===== src/fixed_record_ticker_time_filter_macros.svh =====
// Assertion helpers used by the filter top level; clk and arst_n come from the using scope.
`ifndef FIXED_RECORD_TICKER_TIME_FILTER_MACROS_SVH
`define FIXED_RECORD_TICKER_TIME_FILTER_MACROS_SVH

// Same-cycle implication, disabled in reset
`define FRTF_ASSERT_NOW(label, ante, cons, msg) \
	label: assert property (@(posedge clk) disable iff (!arst_n) (ante) |-> (cons)) \
		else $error(msg);

// Next-cycle implication, disabled in reset
`define FRTF_ASSERT_NEXT(label, ante, cons, msg) \
	label: assert property (@(posedge clk) disable iff (!arst_n) (ante) |=> (cons)) \
		else $error(msg);

`endif


===== src/frtf_pkg.sv =====
`default_nettype none

package frtf_pkg;

	// Field widths
	localparam int BYTE_W    = 8;
	localparam int POS_W     = 7;
	localparam int SECS_W    = 19;
	localparam int IV_W      = 17;
	localparam int TICKER_W  = 40;
	localparam int DATE_W    = 64;
	localparam int CNT_W     = 5;

	// Record layout
	localparam int DATE_START   = 15;
	localparam int TIME_START   = 23;
	localparam int TIME_DIGITS  = 6;
	localparam int POS_MAX      = 127;
	// position after the last time digit has been taken in
	localparam int COMPLETE_POS = TIME_START + TIME_DIGITS;
	localparam int DIV_STEPS    = SECS_W;

	// Configuration register indexes
	localparam logic [1:0] REG_TICKER   = 2'd0;
	localparam logic [1:0] REG_DATE     = 2'd1;
	localparam logic [1:0] REG_INTERVAL = 2'd2;

	// Reset values
	localparam logic [TICKER_W-1:0] TICKER_RESET   = 40'd138028458016;
	localparam logic [DATE_W-1:0]   DATE_RESET     = 64'd0;
	localparam logic [IV_W-1:0]     INTERVAL_RESET = 17'd1;

	// Weight of each hhmmss digit in seconds
	localparam logic [15:0] DIGIT_WEIGHT [TIME_DIGITS] =
		'{16'd36000, 16'd3600, 16'd600, 16'd60, 16'd10, 16'd1};

	localparam logic [BYTE_W-1:0] CHAR_ZERO = 8'h30;
	localparam logic [BYTE_W-1:0] CHAR_NINE = 8'h39;

	// Controller to datapath
	typedef struct packed {
		logic take;    // byte transfer on the input
		logic start;   // last byte taken, arm the remainder unit
		logic step;    // one remainder iteration
		logic finish;  // evaluate, load the result, clear the record
	} cmd_t;

	// Datapath to controller
	typedef struct packed {
		logic div_last;
	} sts_t;

endpackage

`default_nettype wire


===== src/frtf_if.sv =====
`default_nettype none

// Record byte stream
interface frtf_in_if;
	logic       valid;
	logic       ready;
	logic [7:0] record_byte;
	logic       end_of_record;

	modport source (output valid, record_byte, end_of_record, input ready);
	modport sink (input valid, record_byte, end_of_record, output ready);
endinterface

// Per-record result stream
interface frtf_out_if;
	logic        valid;
	logic        ready;
	logic        matched;
	logic [18:0] time_seconds;
	logic        malformed;

	modport source (output valid, matched, time_seconds, malformed, input ready);
	modport sink (input valid, matched, time_seconds, malformed, output ready);
endinterface

`default_nettype wire


===== src/frtf_ctrl.sv =====
`default_nettype none

module frtf_ctrl (
	input  wire                 clk,
	input  wire                 arst_n,
	input  wire                 in_valid,
	input  wire                 in_eor,
	output logic                in_ready,
	input  wire                 out_ready,
	output logic                out_valid,
	input  frtf_pkg::sts_t      sts,
	output frtf_pkg::cmd_t      cmd
);

	typedef enum logic [2:0] {
		ST_SCAN = 3'b001,
		ST_DIV  = 3'b010,
		ST_FIN  = 3'b100
	} state_t;

	state_t state_q;
	state_t state_nxt;
	logic   out_valid_q;

	// Next state and commands
	always_comb begin
		cmd       = '0;
		state_nxt = state_q;
		unique case (state_q)
			ST_SCAN: begin
				cmd.take = in_valid;
				if (in_valid && in_eor) begin
					cmd.start = 1'b1;
					state_nxt = ST_DIV;
				end
			end
			ST_DIV: begin
				cmd.step = 1'b1;
				if (sts.div_last) begin
					state_nxt = ST_FIN;
				end
			end
			ST_FIN: begin
				// wait for the output register to free up
				if (!out_valid_q || out_ready) begin
					cmd.finish = 1'b1;
					state_nxt  = ST_SCAN;
				end
			end
			default: begin
				state_nxt = ST_SCAN;
			end
		endcase
	end

	always_ff @(posedge clk or negedge arst_n) begin
		if (!arst_n) begin
			state_q     <= ST_SCAN;
			out_valid_q <= 1'b0;
		end else begin
			state_q <= state_nxt;
			if (cmd.finish) begin
				out_valid_q <= 1'b1;
			end else if (out_ready) begin
				out_valid_q <= 1'b0;
			end
		end
	end

	assign in_ready  = (state_q == ST_SCAN);
	assign out_valid = out_valid_q;

endmodule

`default_nettype wire


===== src/frtf_dp.sv =====
`default_nettype none

module frtf_dp #(
	parameter int TICKER_LENGTH = 5,
	parameter int DATE_LENGTH   = 8
) (
	input  wire                                clk,
	input  wire                                arst_n,
	input  frtf_pkg::cmd_t                     cmd,
	output frtf_pkg::sts_t                     sts,
	input  wire [frtf_pkg::BYTE_W-1:0]         record_byte,
	input  wire [frtf_pkg::TICKER_W-1:0]       ticker_chars,
	input  wire [frtf_pkg::DATE_W-1:0]         date_chars,
	input  wire [frtf_pkg::IV_W-1:0]           interval_seconds,
	output logic                               matched,
	output logic [frtf_pkg::SECS_W-1:0]        time_seconds,
	output logic                               malformed
);

	localparam logic [2:0] TICKER_TOP = 3'(TICKER_LENGTH - 1);
	localparam logic [2:0] DATE_TOP   = 3'(DATE_LENGTH - 1);
	localparam int         DATE_END   = frtf_pkg::DATE_START + DATE_LENGTH;
	localparam int         TIME_END   = frtf_pkg::TIME_START + frtf_pkg::TIME_DIGITS;

	// Per-record state
	logic [frtf_pkg::POS_W-1:0]  pos_q;
	logic                        teq_q;
	logic                        deq_q;
	logic                        tdv_q;
	logic [frtf_pkg::SECS_W-1:0] acc_q;
	// Kept across records
	logic [frtf_pkg::SECS_W-1:0] last_q;
	// Remainder unit
	logic [frtf_pkg::IV_W-1:0]   rem_q;
	logic [frtf_pkg::CNT_W-1:0]  cnt_q;
	// Output register
	logic                        matched_q;
	logic [frtf_pkg::SECS_W-1:0] secs_q;
	logic                        malformed_q;

	// Byte decode
	logic                        in_ticker;
	logic                        in_date;
	logic                        in_time;
	logic [frtf_pkg::POS_W-1:0]  date_off;
	logic [frtf_pkg::POS_W-1:0]  time_off;
	logic [2:0]                  tick_sel;
	logic [2:0]                  date_sel;
	logic [63:0]                 tick_ext;
	logic [frtf_pkg::BYTE_W-1:0] tick_ch;
	logic [frtf_pkg::BYTE_W-1:0] date_ch;
	logic                        is_digit;
	logic [15:0]                 weight;
	logic [19:0]                 prod;

	// Remainder step and evaluation
	logic [frtf_pkg::IV_W-1:0]   iv_eff;
	logic [frtf_pkg::IV_W:0]     rem_sh;
	logic [frtf_pkg::IV_W:0]     rem_sub;
	logic                        bad;
	logic [frtf_pkg::SECS_W-1:0] secs;
	logic                        hit;

	// Field windows and the expected characters
	always_comb begin
		in_ticker = (pos_q < frtf_pkg::POS_W'(TICKER_LENGTH));
		in_date   = (pos_q >= frtf_pkg::POS_W'(frtf_pkg::DATE_START)) &&
			(pos_q < frtf_pkg::POS_W'(DATE_END));
		in_time   = (pos_q >= frtf_pkg::POS_W'(frtf_pkg::TIME_START)) &&
			(pos_q < frtf_pkg::POS_W'(TIME_END));
		date_off  = pos_q - frtf_pkg::POS_W'(frtf_pkg::DATE_START);
		time_off  = pos_q - frtf_pkg::POS_W'(frtf_pkg::TIME_START);
		tick_sel  = TICKER_TOP - pos_q[2:0];
		date_sel  = DATE_TOP - date_off[2:0];
		tick_ext  = {24'b0, ticker_chars};
		tick_ch   = tick_ext[{tick_sel, 3'b000} +: 8];
		date_ch   = date_chars[{date_sel, 3'b000} +: 8];
		is_digit  = (record_byte >= frtf_pkg::CHAR_ZERO) &&
			(record_byte <= frtf_pkg::CHAR_NINE);
		weight    = in_time ? frtf_pkg::DIGIT_WEIGHT[time_off[2:0]] : 16'd0;
		prod      = {16'b0, record_byte[3:0]} * {4'b0, weight};
	end

	// Remainder iteration and result
	always_comb begin
		iv_eff  = (interval_seconds == '0) ? frtf_pkg::IV_W'(1) : interval_seconds;
		rem_sh  = {rem_q, acc_q[cnt_q]};
		rem_sub = rem_sh - {1'b0, iv_eff};
		bad     = (pos_q < frtf_pkg::POS_W'(frtf_pkg::COMPLETE_POS)) || !tdv_q;
		secs    = bad ? '0 : acc_q;
		hit     = !bad && teq_q && deq_q && (rem_q == '0) && (secs > last_q);
	end

	always_ff @(posedge clk or negedge arst_n) begin
		if (!arst_n) begin
			pos_q  <= '0;
			teq_q  <= 1'b1;
			deq_q  <= 1'b1;
			tdv_q  <= 1'b1;
			acc_q  <= '0;
			last_q <= '0;
			cnt_q  <= '0;
		end else begin
			// Scan one byte
			if (cmd.take) begin
				if (in_ticker && (record_byte != tick_ch)) begin
					teq_q <= 1'b0;
				end
				if (in_date && (record_byte != date_ch)) begin
					deq_q <= 1'b0;
				end
				if (in_time) begin
					if (is_digit) begin
						acc_q <= acc_q + prod[frtf_pkg::SECS_W-1:0];
					end else begin
						tdv_q <= 1'b0;
					end
				end
				if (pos_q < frtf_pkg::POS_W'(frtf_pkg::POS_MAX)) begin
					pos_q <= pos_q + 1'b1;
				end
			end
			// Remainder bit counter
			if (cmd.start) begin
				cnt_q <= frtf_pkg::CNT_W'(frtf_pkg::DIV_STEPS - 1);
			end else if (cmd.step) begin
				cnt_q <= cnt_q - 1'b1;
			end
			// Close the record
			if (cmd.finish) begin
				if (hit) begin
					last_q <= secs;
				end
				pos_q <= '0;
				teq_q <= 1'b1;
				deq_q <= 1'b1;
				tdv_q <= 1'b1;
				acc_q <= '0;
			end
		end
	end

	// Restoring remainder, one dividend bit per cycle
	always_ff @(posedge clk) begin
		if (cmd.start) begin
			rem_q <= '0;
		end else if (cmd.step) begin
			if (rem_sh >= {1'b0, iv_eff}) begin
				rem_q <= rem_sub[frtf_pkg::IV_W-1:0];
			end else begin
				rem_q <= rem_sh[frtf_pkg::IV_W-1:0];
			end
		end
	end

	// Output register
	always_ff @(posedge clk) begin
		if (cmd.finish) begin
			matched_q   <= hit;
			secs_q      <= secs;
			malformed_q <= bad;
		end
	end

	assign sts.div_last = (cnt_q == '0);
	assign matched      = matched_q;
	assign time_seconds = secs_q;
	assign malformed    = malformed_q;

endmodule

`default_nettype wire


===== src/fixed_record_ticker_time_filter.sv =====
// Record filter: one byte transfer per cycle while a record is being scanned.
// After the last byte the remainder unit takes in one seconds bit per step, and then
// the result is loaded into the output register. Input is held off from the last
// byte transfer until the result is loaded, and longer while an earlier result
// still waits on the output.
// arst_n clears record state, last matched time and the configuration registers to their defaults.
`default_nettype none

`include "fixed_record_ticker_time_filter_macros.svh"

module fixed_record_ticker_time_filter #(
	parameter int TICKER_LENGTH = 5,
	parameter int DATE_LENGTH   = 8
) (
	input  wire          clk,
	input  wire          arst_n,
	frtf_in_if.sink      rec,
	frtf_out_if.source   res,
	input  wire          psel,
	input  wire          penable,
	input  wire          pwrite,
	input  wire  [4:0]   paddr,
	input  wire  [63:0]  pwdata,
	output logic [63:0]  prdata,
	output logic         pready
);

	logic [frtf_pkg::TICKER_W-1:0] ticker_q;
	logic [frtf_pkg::DATE_W-1:0]   date_q;
	logic [frtf_pkg::IV_W-1:0]     interval_q;
	logic [1:0]                    reg_idx;
	logic                          cfg_wr;

	frtf_pkg::cmd_t cmd;
	frtf_pkg::sts_t sts;

	// Configuration registers
	assign pready  = 1'b1;
	assign reg_idx = paddr[4:3];
	assign cfg_wr  = psel && penable && pwrite && pready;

	always_ff @(posedge clk or negedge arst_n) begin
		if (!arst_n) begin
			ticker_q   <= frtf_pkg::TICKER_RESET;
			date_q     <= frtf_pkg::DATE_RESET;
			interval_q <= frtf_pkg::INTERVAL_RESET;
		end else if (cfg_wr) begin
			unique case (reg_idx)
				frtf_pkg::REG_TICKER:   ticker_q   <= pwdata[frtf_pkg::TICKER_W-1:0];
				frtf_pkg::REG_DATE:     date_q     <= pwdata;
				frtf_pkg::REG_INTERVAL: interval_q <= pwdata[frtf_pkg::IV_W-1:0];
				default: begin
				end
			endcase
		end
	end

	always_comb begin
		unique case (reg_idx)
			frtf_pkg::REG_TICKER:   prdata = {24'b0, ticker_q};
			frtf_pkg::REG_DATE:     prdata = date_q;
			frtf_pkg::REG_INTERVAL: prdata = {47'b0, interval_q};
			default:                prdata = '0;
		endcase
	end

	frtf_ctrl u_ctrl (
		.clk       (clk),
		.arst_n    (arst_n),
		.in_valid  (rec.valid),
		.in_eor    (rec.end_of_record),
		.in_ready  (rec.ready),
		.out_ready (res.ready),
		.out_valid (res.valid),
		.sts       (sts),
		.cmd       (cmd)
	);

	frtf_dp #(
		.TICKER_LENGTH (TICKER_LENGTH),
		.DATE_LENGTH   (DATE_LENGTH)
	) u_dp (
		.clk              (clk),
		.arst_n           (arst_n),
		.cmd              (cmd),
		.sts              (sts),
		.record_byte      (rec.record_byte),
		.ticker_chars     (ticker_q),
		.date_chars       (date_q),
		.interval_seconds (interval_q),
		.matched          (res.matched),
		.time_seconds     (res.time_seconds),
		.malformed        (res.malformed)
	);

	// Checks
	`FRTF_ASSERT_NEXT(a_hold_after_eor, rec.valid && rec.ready && rec.end_of_record, !rec.ready, "input taken right after end of record")
	`FRTF_ASSERT_NOW(a_bad_no_match, res.valid && res.malformed, !res.matched && (res.time_seconds == '0), "malformed record reported a match or time")
	`FRTF_ASSERT_NOW(a_match_nonzero, res.valid && res.matched, res.time_seconds != '0, "match reported at time zero")

endmodule

`default_nettype wire


===== src/flat_wrapper.sv =====
// flat-port wrapper written by rule: the top's interface ports become plain ports
module fixed_record_ticker_time_filter_flat 
#(
	parameter int TICKER_LENGTH = 5,
	parameter int DATE_LENGTH   = 8
)
  (clk, arst_n, psel, penable, pwrite, paddr, pwdata, prdata, pready, rec_valid, rec_record_byte, rec_end_of_record, rec_ready, res_valid, res_matched, res_time_seconds, res_malformed, res_ready);
  frtf_in_if rec_i ();
  frtf_out_if res_i ();
  input  wire clk;
  input  wire arst_n;
  input  wire psel;
  input  wire penable;
  input  wire pwrite;
  input  wire  [4:0] paddr;
  input  wire  [63:0] pwdata;
  output logic [63:0] prdata;
  output logic pready;
  input wire logic [$bits(rec_i.valid)-1:0] rec_valid;
  input wire logic [$bits(rec_i.record_byte)-1:0] rec_record_byte;
  input wire logic [$bits(rec_i.end_of_record)-1:0] rec_end_of_record;
  output wire logic [$bits(rec_i.ready)-1:0] rec_ready;
  output wire logic [$bits(res_i.valid)-1:0] res_valid;
  output wire logic [$bits(res_i.matched)-1:0] res_matched;
  output wire logic [$bits(res_i.time_seconds)-1:0] res_time_seconds;
  output wire logic [$bits(res_i.malformed)-1:0] res_malformed;
  input wire logic [$bits(res_i.ready)-1:0] res_ready;
  assign rec_i.valid = rec_valid;
  assign rec_i.record_byte = rec_record_byte;
  assign rec_i.end_of_record = rec_end_of_record;
  assign rec_ready = rec_i.ready;
  assign res_valid = res_i.valid;
  assign res_matched = res_i.matched;
  assign res_time_seconds = res_i.time_seconds;
  assign res_malformed = res_i.malformed;
  assign res_i.ready = res_ready;
  fixed_record_ticker_time_filter #(.TICKER_LENGTH(TICKER_LENGTH), .DATE_LENGTH(DATE_LENGTH)) u_core (.clk(clk), .arst_n(arst_n), .rec(rec_i), .res(res_i), .psel(psel), .penable(penable), .pwrite(pwrite), .paddr(paddr), .pwdata(pwdata), .prdata(prdata), .pready(pready));
endmodule

===== config.mk =====
export PLATFORM = sky130hd
export DESIGN_NAME = fixed_record_ticker_time_filter_flat
export DESIGN_NICKNAME = d
export VERILOG_FILES = /design/src/frtf_pkg.sv /design/src/frtf_if.sv /design/src/frtf_ctrl.sv /design/src/frtf_dp.sv /design/src/fixed_record_ticker_time_filter.sv /design/src/flat_wrapper.sv
export VERILOG_INCLUDE_DIRS = /design/src /design/src/src
export SDC_FILE = /design/constraint.sdc
export NUM_CORES = 1
export LEC_CHECK = 0
export BUFFER_PORTS_ARGS = -buffer_cell sky130_fd_sc_hd__buf_2
export CORE_MARGIN = 5
export CORE_UTILIZATION = 30
export DETAILED_ROUTE_END_ITERATION = 10
export MAX_ROUTING_LAYER = met4
export SYNTH_ARGS = -nofsm -noshare
export SYNTH_HDL_FRONTEND = slang
export SYNTH_SLANG_ARGS = --single-unit
export TNS_END_PERCENT = 100

===== constraint.sdc =====
create_clock -name clk -period 6.5 [get_ports clk]
set_clock_uncertainty 0.05 [all_clocks]
set_input_delay 0.325 -clock clk [delete_from_list [all_inputs] [get_ports clk]]
set_output_delay 0.325 -clock clk [all_outputs]
set_load 0.02 [all_outputs]

==> key figures <==
Status
  – Status: complete, no violations

Drt
  – Wire length per cell: 17.4 um
  – First drt pass iteration count: 7
  – Via count: 10900
  – Drt drc: 0
  – DR iter-0 viols: 575
  – Post-Route WL: 38.6 mm
  – Post-DR vias/cell: 4.93
  – Antenna viol nets, final: 0

Worst setup path
  – CP Max Fanout: 20
  – CP max stage delay: 0.55 ns
  – Family with the most delay on the worst path: adder cells
  – Critical path type: flip-flop to flip-flop
  – Worst EP arrival: 6.08 ns
  – Critical-path cell list: ha_1 > a21oi_1 > a2bb2oi_1 > nor3_1 > buf_4 > o21ai_0 > nor2_1 > fa_1 > fa_1 > inv_1 > fa_1 > inv_1 > ha_1 > a21oi_1 > nand2_1 > o21ai_1 > o21ai_0 > o31ai_1 > nor2_1 > o311a_1 > mux2i_1
  – Buf+Inv Stages, Crit Path: 3
  – Slowest CP cell: dfrtp_1
  – Critical path endpoint category: flip-flop
  – CP required: 6.88 ns
  – Startpoint types: flip-flop
  – CP most frequent cell: fa_1

Power
  – PD cells: 319 mW/mm2
  – Leak pwr: 0.00793 uW
  – Seq pwr share: 0.340
  – Worst VDD drop: 0.201 mV
  – Combinational Power Share: 0.376
  – Clk pwr share: 0.284
  – Sw Pwr: 2010 uW
  – P_int: 3430 uW
  – Tot Pwr: 5440 uW
  – Sw Ratio: 0.370

Synth
  – FF+latch count, synth: 216
  – Register area share after synthesis: 0.388
  – Post-synth EDFFs: 21
  – Top cell type's share of synthesized area: 0.292
  – Synth top area cells: dfrtp_1, mux2_2, ha_1, edfxtp_1, fa_1
  – Post-Syn Instances: 1381
  – Yosys warns: 0
  – Commonest cells in the netlist: dfrtp_1, mux2_2, inv_1, nor2_1, nand2_1
  – Syn_nets: 1574
  – Cell variety after synth: 71
  – FFs w/ async S/R, synth: 0.824
  – Netlist Area Pre-Place: 0.0140 mm2
  – Mean Syn Cell Area: 10.2 um2
  – Dominant synthesized flop cell: dfrtp_1
  – Post-synth top area cell: dfrtp_1
  – Count leader, synth: dfrtp_1

Timing
  – Final Max Slew Viols: 0
  – Headroom to the max-slew limit: 0.272
  – Worst slew pin tran: 1.09 ns
  – Fin. Hold Viols: 0
  – Minimum clock period: 5.70 ns
  – Setup TNS: 0 ns
  – Period utilization: 0.877
  – Fmax: 175 MHz
  – Final setup viols: 0
  – RSZ-0062 raised after global routing: no

Die
  – Die ar.: 0.0512 mm2
  – Chip Height: 226 um
  – Die width: 226 um
  – Placeable Area: 0.0465 mm2
  – Initial Util: 0.302
  – Io pins: 173
  – FP Rows: 79

Min path
  – Worst min-delay path class: input pin to flip-flop

Clock tree
  – CTS tree: built
  – Reg clk slew, reported paths: 0.06 ns
  – Cts bufs inserted: 27
  – Max Root-Sink Buffers: 3
  – Clock latency on the worst-skew pair: 0.56 ns
  – Total clock sinks: 216
  – Setup bufs post-CTS: 0
  – CTS resizes: 0
  – Root buf cell: clkbuf_16
  – H-tree Lvls: 1

Layout
  – Register area: 0.00544 mm2
  – Util after Layout: 0.366
  – P&R area growth vs syn: 21.3%
  – Layout cells sized above 1: 0.264
  – Final std cells w/o fill: 2218
  – Design area: 0.0170 mm2
  – Nets@finish: 1780
  – Multi-input logic area: 0.00784 mm2
  – Fillers: 4656

GRT
  – Vias in the first global route: 11000
  – First-pass GRT wire length: 61.4 mm
  – Largest net degree at the start of global routing: 84
  – GRT overflow: 0
  – GRT Resource Usage Total: 0.152
  – Antenna violations before repair: 3

Placement
  – Post-DP HPWL: 28.8 mm
  – Post-Place Cells: 2106
  – Placed Area: 0.0155 mm2
  – Number of I/O port buffers: 168
  – GPL Wtd Cong: 0.880

Run
  – Max cap viols: 0
power by group through the flow:
| stage | Clock [uW] | Combinational (uW) | Sequential [uW] |
|---|---|---|---|
| 2_1_floorplan | 0 | 1560 | 1750 |
| 3_3_place_gp | 0 | 1970 | 1860 |
| 3_5_place_dp | 0 | 2010 | 1870 |
| 4_1_cts | 1590 | 2050 | 1840 |
| 5_1_grt | 1640 | 2260 | 1880 |
| 6_report | 1550 | 2040 | 1850 |
cell usage in the layout (no fill, tap or decap), types with 11 or more instances in the layout:
cell / count
clkbuf_16: 27
nand2_1: 87
buf_2: 167
nor2b_1: 13
nor3_1: 19
dfstp_2: 14
nor2_1: 100
dlygate4sd3_1: 59
nand2b_1: 11
and2_1: 32
xor2_1: 15
a21oi_1: 48
nor4_1: 17
o21ai_0: 83
ha_1: 77
mux4_2: 25
mux2_2: 141
xnor2_1: 31
nand3_1: 39
a21o_1: 15
a31oi_1: 12
dfxtp_1: 17
inv_1: 129
edfxtp_1: 21
fa_1: 31
and3_1: 19
buf_4: 18
nand4_1: 21
dfrtp_1: 163
mux2i_1: 48
cell families (layout without fill, tap and decap cells):
| family | count (synthesis) | count (layout) | share of synthesized area |
|---|---|---|---|
| multiplexers | 214 | 214 | 0.187 |
| XOR/XNOR | 46 | 46 | 0.0287 |
| other | 1 | 4 | 0.000267 |
| AO/OA/AOI/OAI | 218 | 218 | 0.0952 |
| flip-flops | 216 | 216 | 0.388 |
| adder cells (fa/ha/maj) | 108 | 108 | 0.113 |
| AND/OR/NAND/NOR | 380 | 380 | 0.133 |
| buffers and inverters | 198 | 425 | 0.0552 |
per-stage QoR:
step | setup WS [ns] | hold WS (ns)
after global routing | 0.321 | 0.00771
after floorplan | 1.04 | -0.0206
final | 0.799 | 0.00671
after detailed placement | 0.813 | 0.408
after CTS | 0.796 | 0.00173
after global placement | 0.853 | 0.401
routing by layer:
| layer | vias up | global-route usage | wire [um] | part of all wire |
|---|---|---|---|---|
| li1 | 5267 | - | - | - |
| met1 | 5319 | 0.205 | 17700 | 0.46 |
| met2 | 293 | 0.248 | 18200 | 0.47 |
| met3 | 45 | 0.0241 | 2010 | 0.052 |
| met4 | 0 | 0.0260 | 648 | 0.017 |
| met5 | - | - | 0 | 0 |
what timing repair did:
item | CTS | global route
endpoints found under the hold margin | 176 | 0
hold buffers | 59 | 0
endpoints found under the setup margin | 0 | 0
area by class of cell:
| class | count | share of cell area |
|---|---|---|
| multi-input combinational | 967 | 0.460 |
| sequential | 216 | 0.320 |
| timing repair buffer | 245 | 0.0924 |
| tap | 607 | 0.0446 |
| clock buffer | 34 | 0.0430 |
| inverter | 130 | 0.0287 |
| clock inverter | 16 | 0.0110 |
| antenna | 3 | 0.000441 |
state kept, by name (all words and copies together), names as in the netlist:
name,count
u_core.date_q,64
u_core.interval_q,17
u_core.ticker_q,40
u_core.u_ctrl.out_valid,1
u_core.u_ctrl.state_q,3
u_core.u_dp.acc_q,19
u_core.u_dp.cnt_q,5
u_core.u_dp.deq_q,1
u_core.u_dp.last_q,19
u_core.u_dp.malformed,1
u_core.u_dp.matched,1
u_core.u_dp.pos_q,7
u_core.u_dp.rem_q,17
u_core.u_dp.tdv_q,1
u_core.u_dp.teq_q,1
u_core.u_dp.time_seconds,19
path summary, 6_finish.rpt:
| check | startpoint | cells after the start | to | slack (ns) |
|---|---|---|---|---|
| setup / recovery | u_core.u_dp.pos_q[1] | 21 | u_core.u_dp.acc_q[18] | 0.80 |
| hold / removal | pwdata[15] | 2 | u_core.interval_q[15] | 0.007 |
| setup reg to reg | u_core.u_dp.pos_q[1] | 21 | u_core.u_dp.acc_q[18] | 0.80 |
| hold reg to reg | u_core.u_dp.last_q[0] | 2 | u_core.u_dp.last_q[0] | 0.44 |
| max in group asynchronous | arst_n | 3 | u_core.date_q[5] | 4.73 |
| min in group asynchronous | arst_n | 2 | u_core.u_ctrl.out_valid | 0.37 |
No activity file was read; power rests on OpenSTA's default activity.
